--- config.mk ---
export PLATFORM = sky130hd
export DESIGN_NAME = salc_way_scan
export DESIGN_NICKNAME = d
export VERILOG_FILES = /design/src/rtl/core/set_assoc_lru_cache_tags_unit_macros.svh /design/src/rtl/core/salc_pkg.sv /design/src/rtl/core/salc_way_scan.sv
export SDC_FILE = /design/constraint.sdc
export NUM_CORES = 1
export LEC_CHECK = 0
export BUFFER_PORTS_ARGS = -buffer_cell sky130_fd_sc_hd__buf_2
export CAP_MARGIN = 5
export CORE_MARGIN = 2
export CORE_UTILIZATION = 41
export CTS_CLUSTER_SIZE = 28
export DETAILED_ROUTE_END_ITERATION = 16
export PLACE_DENSITY = 0.89
export SLEW_MARGIN = 5
export SYNTH_ARGS = -nofsm -noshare
export SYNTH_HDL_FRONTEND = slang
export SYNTH_SLANG_ARGS = --single-unit
--- constraint.sdc ---
create_clock -name clk_i -period 2.7 [get_ports clk_i]
set_input_delay 0.54 -clock clk_i [delete_from_list [all_inputs] [get_ports clk_i]]
set_output_delay 0.54 -clock clk_i [all_outputs]
set_load 0.005 [all_outputs]
--- src/rtl/core/set_assoc_lru_cache_tags_unit_macros.svh ---
// Assertion macros for the cache tag unit
`ifndef SET_ASSOC_LRU_CACHE_TAGS_UNIT_MACROS_SVH
`define SET_ASSOC_LRU_CACHE_TAGS_UNIT_MACROS_SVH

// same-cycle implication, disabled in reset
`define SALC_ASSERT_NOW(lbl, ante, cons, msg) \
  lbl: assert property (@(posedge clk_i) disable iff (!rst_ni) (ante) |-> (cons)) \
    else $error(msg);

// next-cycle implication, disabled in reset
`define SALC_ASSERT_NEXT(lbl, ante, cons, msg) \
  lbl: assert property (@(posedge clk_i) disable iff (!rst_ni) (ante) |=> (cons)) \
    else $error(msg);

`endif

--- src/rtl/core/salc_pkg.sv ---
// Types, constants and helpers shared by the cache tag unit
package salc_pkg;

  localparam int unsigned MAX_WAYS = 8;
  localparam int unsigned NUM_SETS = 256;
  localparam int unsigned ADDR_W   = 32;
  localparam int unsigned TAG_W    = 30;
  localparam int unsigned CNT_W    = 32;
  localparam int unsigned CFG_W    = 4;
  localparam int unsigned SET_W    = $clog2(NUM_SETS);
  localparam int unsigned WAY_W    = $clog2(MAX_WAYS);
  localparam int unsigned WAYS_W   = $clog2(MAX_WAYS + 1);
  localparam int unsigned AGE_W    = $clog2(MAX_WAYS);
  localparam int unsigned SHIFT_W  = CFG_W + 1;

  localparam logic [CFG_W-1:0]  OFF_MIN   = CFG_W'(2);
  localparam logic [CFG_W-1:0]  OFF_MAX   = CFG_W'(8);
  localparam logic [CFG_W-1:0]  IDX_MAX   = CFG_W'(SET_W);
  localparam logic [CFG_W-1:0]  OFF_RST   = CFG_W'(4);
  localparam logic [CFG_W-1:0]  IDX_RST   = CFG_W'(6);
  localparam logic [CFG_W-1:0]  WAYS_RST  = CFG_W'(4);
  localparam logic [CFG_W-1:0]  WAYS_MAXC = CFG_W'(MAX_WAYS);
  localparam logic [SET_W-1:0]  SET_LAST  = SET_W'(NUM_SETS - 1);
  localparam logic [AGE_W-1:0]  AGE_MAX   = AGE_W'(MAX_WAYS - 1);
  localparam logic [AGE_W:0]    LIMIT_ALL = (AGE_W + 1)'(MAX_WAYS);

  typedef enum logic [1:0] {
    CFG_OFFSET_BITS = 2'd0,
    CFG_INDEX_BITS  = 2'd1,
    CFG_WAYS_IN_USE = 2'd2
  } cfg_idx_e;

  typedef enum logic [2:0] {
    ST_CLEAR,
    ST_IDLE,
    ST_LOOKUP,
    ST_SCAN,
    ST_UPDATE
  } state_e;

  typedef struct packed {
    logic             valid;
    logic             dirty;
    logic [AGE_W-1:0] age;
    logic [TAG_W-1:0] tag;
  } line_t;

  typedef line_t [MAX_WAYS-1:0] row_t;

  typedef struct packed {
    logic             hit;
    logic [WAY_W-1:0] hit_way;
    logic             inv_found;
    logic [WAY_W-1:0] inv_way;
    logic [WAY_W-1:0] old_way;
    logic [AGE_W-1:0] old_age;
  } scan_t;

  function automatic logic [CNT_W-1:0] sat_inc(input logic [CNT_W-1:0] v);
    sat_inc = (v == {CNT_W{1'b1}}) ? v : v + CNT_W'(1);
  endfunction

endpackage

--- src/rtl/core/salc_way_scan.sv ---
// Shared way compare unit: examines one way per step, tracks hit, first free and oldest way
module salc_way_scan
  import salc_pkg::*;
(
  input  logic             clk_i,
  input  logic             rst_ni,
  input  logic             clear_i,
  input  logic             step_i,
  input  logic [WAY_W-1:0] way_i,
  input  line_t            line_i,
  input  logic [TAG_W-1:0] tag_i,
  output scan_t            res_o
);

  scan_t res_q, res_d;

  always_comb begin
    res_d = res_q;
    if (clear_i) begin
      res_d = '0;
    end else if (step_i) begin
      if (line_i.valid && (line_i.tag == tag_i) && !res_q.hit) begin
        res_d.hit     = 1'b1;
        res_d.hit_way = way_i;
      end
      if (!line_i.valid && !res_q.inv_found) begin
        res_d.inv_found = 1'b1;
        res_d.inv_way   = way_i;
      end
      if (line_i.age > res_q.old_age) begin
        res_d.old_age = line_i.age;
        res_d.old_way = way_i;
      end
    end
  end

  always_ff @(posedge clk_i or negedge rst_ni) begin
    if (!rst_ni) begin
      res_q <= '0;
    end else begin
      res_q <= res_d;
    end
  end

  assign res_o = res_q;

endmodule

* After elaboration in Yosys (flattened, before gate mapping)
Cells that the tools add are included.
** Cells by class
- Add/subtract/negate cells :: 0
- Multipliers :: 0
- Divide/modulo/power cells :: 0
- Magnitude comparators :: 1
- Eq/ne operators :: 1
- Shift-type cells :: 0
- Multiplexer cells :: 5
- Bitwise logic cells :: 0
- Reductions and logical operators :: 13
** Operators by type and width (number)
- $eq 30x30->1 :: 1
- $mux 14 :: 2
- $mux 4 :: 2
- $reduce_bool 2->1 :: 4
- $mux 6 :: 1
- $reduce_and 2->1 :: 3
- $gt 3x3->1 :: 1
- $logic_and 1x1->1 :: 3
- $logic_not 1->1 :: 3
** Word-level totals
- Register bits :: 14
- Bits in latches :: 0
- RAM bits :: 0
- Bits in read-only memories :: 0
- Input bits :: 72
- Output and inout bits :: 14
- Memories :: 0

* Logic depth before layout (Yosys ltp)
- Word-level depth :: 6
- Gate-level depth with buffers :: 7
- Mapped depth without buffers :: 7

* Worst setup path before layout
Ideal clock, no wire load.
- Path type :: input-to-reg
- From :: in line_i[31] in the netlist's numbering
- To :: reg res_q (netlist bit res_o[0])
- Data arrival time :: 1.602 ns
- Required time :: 2.568 ns
- Slack :: 0.967 ns
- Stages :: 6
- Buffers on the path :: 0
- Cell sequence :: ha_1 nor2b_1 o21ai_0 a21oi_2 mux2i_1 nor2_1
** Between the ends
- Longest elaborated chain between the ends :: 3
** Ends and longest elaborated chain
- start: declaration :: RTL line salc_way_scan.sv:10 : input line_t line_i,
- $gt 3x3->1 :: RTL line salc_way_scan.sv:30 : if (line_i.age > res_q.old_age) begin
- $reduce_bool 2->1 (no source line)
- $reduce_and 2->1 (no source line)
- end signal: assignment :: RTL line salc_way_scan.sv:41 : res_q <= res_d;
- end: declaration :: RTL line salc_way_scan.sv:15 : scan_t res_q, res_d;
No other way between the ends.
A chain may end at the register's enable or synchronous reset.

* Worst setup path after layout
- From :: in tag_i[22]
- To :: reg res_q (netlist bit res_o[11])
** Between the ends
- Longest elaborated chain between the ends :: 5
** Ends and longest elaborated chain
- start: declaration :: RTL line salc_way_scan.sv:11 : input logic [TAG_W-1:0] tag_i,
- $eq 30x30->1 :: RTL line salc_way_scan.sv:22 : if (line_i.valid && (line_i.tag == tag_i) && !res_q.hit) begin
- $logic_and 1x1->1 (2 in a row) :: RTL line salc_way_scan.sv:22
- $reduce_bool 2->1 (no source line)
- $reduce_and 2->1 (no source line)
No other way between the ends.

==> out/qor.yml <==
status: "finished, final reports clean"
relSlewSlack: 0.5929
grt_pass1_wl_um: 3967
fp.coreArea_um2: 2255
p_sw_frac: 0.2738
yosys_warnings: 0
drtPass1Iterations: 4
timing.setup.tns_ns: 0
fin_cells: 215
h-tree-depth: 1
io_pins: 86
hold_viol: 0
grt.overflow.total: 0
cp_slowest_cell: "nor4_4"
worstSkewPairLatency_ns: 0.27
die_h_um: 53.50
clockBufferDepth: 2
nets: 264
drtIter0Drc: 10
r2r_start: "res_o[1]"
place_congestion: 0.6700
maxCapViolations: 0
wl_per_cell_um: 11.80
ys_ff_latch: 14
dp_hpwl_um: 2217
cts_buffers: 3
drc_errors: 0
dieWidth_um: 53.50
p_leak_nw: 0.8075
power_density_nw_per_um2: 333.3
worstPathRequired_ns: 2.90
portBuffers: 84
fin_skew_ns: 0.003310
min_period_ns: 1.720
cts_sinks: 14
largest_register_ffs: 14
fmax_ghz: 0.5813
critPathArrivalTime_ns: 1.92
grt_use_total: 0.1874
timing.final.crit_share: 0.6372
hp-class: "input port to asynchronous set/reset pin"
setup_viol: 0
antenna_left: 0
ys_types: 21
hold_slack_ns: 0.1462
startpoint: "tag_i[22]"
cts_post_setup_buffers_inserted: 0
worst_pin_slew_ns: 0.6093
ctsResizeCount: 0
rows: 17
postSynthCellCount: 101
grt_pass1_vias: 1012
crit_type: "input port to register"
cp_cell_sequence: "buf_2, xor2_1, nor4_1, nand4_1, nor4_4, mux2i_1"
ys_seq_area_frac: 0.3487
grt_max_degree: 18
cp-start-kind: "input port"
slowest_delay_ns: 0.39
antenna_found_initial: 0
post_synth.cell_area_avg_um2: 9.948
ctsRootBufferMaster: "clkbuf_4"
seqPwrFrac: 0.457
hold_buffers: 0
maxSlewViolCount: 0
synth_fp_nets: 176
n_fill_cell: 179
drive_above_1_share: 0.4813
cts_tree: "built"
synth_area_um2: 1005
vias_per_cell: 4.744
dieArea_um2: 2862
power.internal_w: 0.0003579
power_w: 0.0004929
path_max_fanout: 4
cp-end-kind: "register"
antenna_cells: 0
place_inst: 212
start_util: 0.4456
drt_wl_total_um: 2537
rsz0062_at_grt: "false"
peakVddDrop_v: 0.0003619
pwr-share-clk: 0.220
p_sw_w: 0.0001350
vias: 1020
clk_pin_slew_ns: 0.07
syn_to_final_growth_pct: 47.20
comb_power_share: 0.323
[power by group through the flow]
stage / logic (W) / registers [W] / clock network [W]
3_5_place_dp: 0.000160 / 0.000229 / 0
4_1_cts: 0.000161 / 0.000225 / 0.000113
6_report: 0.000159 / 0.000225 / 0.000108
3_3_place_gp: 0.000154 / 0.000229 / 0
5_1_grt: 0.000178 / 0.000227 / 0.000121
2_1_floorplan: 0.0000745 / 0.000230 / 0
[stage by stage]
step | cell area (um2) | worst slack, ns | utilization
3_5_place_dp | 1456 | 0.6855 | 0.6459
2_1_floorplan | 1005 | 0.9666 | -
3_3_place_gp | 1456 | 0.6764 | 0.6459
6_report | 1479 | 0.9797 | 0.6559
4_1_cts | 1479 | 0.9635 | 0.6559
5_1_grt | 1479 | 0.8309 | 0.6559
[layer usage]
layer | vias up | wire length (um) | global-route usage
met4 | 0 | 13 | 0.03846
met2 | 56 | 1281 | 0.3765
met3 | 2 | 264 | 0.03390
met5 | - | 0 | 0
li1 | 512 | - | -
met1 | 450 | 977 | 0.1982
[final timing paths]
kind	to	cells past startpoint	slack, ns
min reg2reg	res_o[7]	2	0.53
max reg2reg	res_o[1]	7	0.98
max in group asynchronous	res_o[2]	1	2.33
max	res_o[11]	6	0.98
min in group clk_i	res_o[7]	2	0.53
min	res_o[4]	1	0.15
[area by class of cell]
cell class / count / area (um2) / share of cell area
multi-input cells: 81 / 631.9 / 0.4272
repair buffers: 84 / 420.4 / 0.2843
flip-flops and latches: 14 / 350.3 / 0.2369
well taps: 28 / 35.03 / 0.02369
clock buffers: 3 / 22.52 / 0.01523
inverters: 5 / 18.77 / 0.01269
[synth_stat cells]
cell	n	area, um2
xor2_1	20	175.2
o21ai_0	1	5.000
dfrtp_1	14	350.3
clkbuf_1	1	3.750
a21oi_2	1	8.760
nor3b_1	1	7.510
nor4_1	4	25.02
nand4_1	4	25.02
nand2_1	2	7.510
xnor2_1	10	87.58
inv_1	5	18.77
nor4_4	1	21.27
ha_1	3	37.54
o21ba_2	1	10.01
nor3_1	2	10.01
nand2b_1	6	37.54
mux2i_1	12	120.1
nor2b_1	1	6.260
nand3_1	1	5.000
a21oi_1	1	5.000
nor2_1	10	37.54
[layout by cell type, fill, tap and decap left out]
| master | Yosys | routed |
|---|---|---|
| buf_2 | 0 | 84 |
| xor2_1 | 20 | 20 |
| dfrtp_1 | 14 | 14 |
| mux2i_1 | 12 | 12 |
| nor2_1 | 10 | 10 |
| xnor2_1 | 10 | 10 |
| nand2b_1 | 6 | 6 |
| inv_1 | 5 | 5 |
| nand4_1 | 4 | 4 |
| nor4_1 | 4 | 4 |
| ha_1 | 3 | 3 |
| clkbuf_4 | 0 | 3 |
| nand2_1 | 2 | 2 |
| nor3_1 | 2 | 2 |
| nor2b_1 | 1 | 1 |
| o21ai_0 | 1 | 1 |
| nand3_1 | 1 | 1 |
| a21oi_2 | 1 | 1 |
| nor4_4 | 1 | 1 |
| nor3b_1 | 1 | 1 |
| o21ba_2 | 1 | 1 |
| a21oi_1 | 1 | 1 |
[logic make-up (layout without fill, tap and decap cells)]
family	count (synthesis)	count (layout)	synth area share
AOI/OAI and AO/OA	4	4	0.02864
xor gates and xnor gates	30	30	0.2615
adders and majority gates	3	3	0.03736
buffers and inverters	6	92	0.02241
DFF	14	14	0.3487
muxes	12	12	0.1196
and+or+nand+nor	32	32	0.1818
[worst max-delay path: cells and delay by family]
family / cells / cell delay [ns]
xor+xnor: 1 / 0.16
simple gates: 3 / 0.89
mux: 1 / 0.22
buf+inv: 1 / 0.10
No activity file was read; power rests on OpenSTA's default activity.
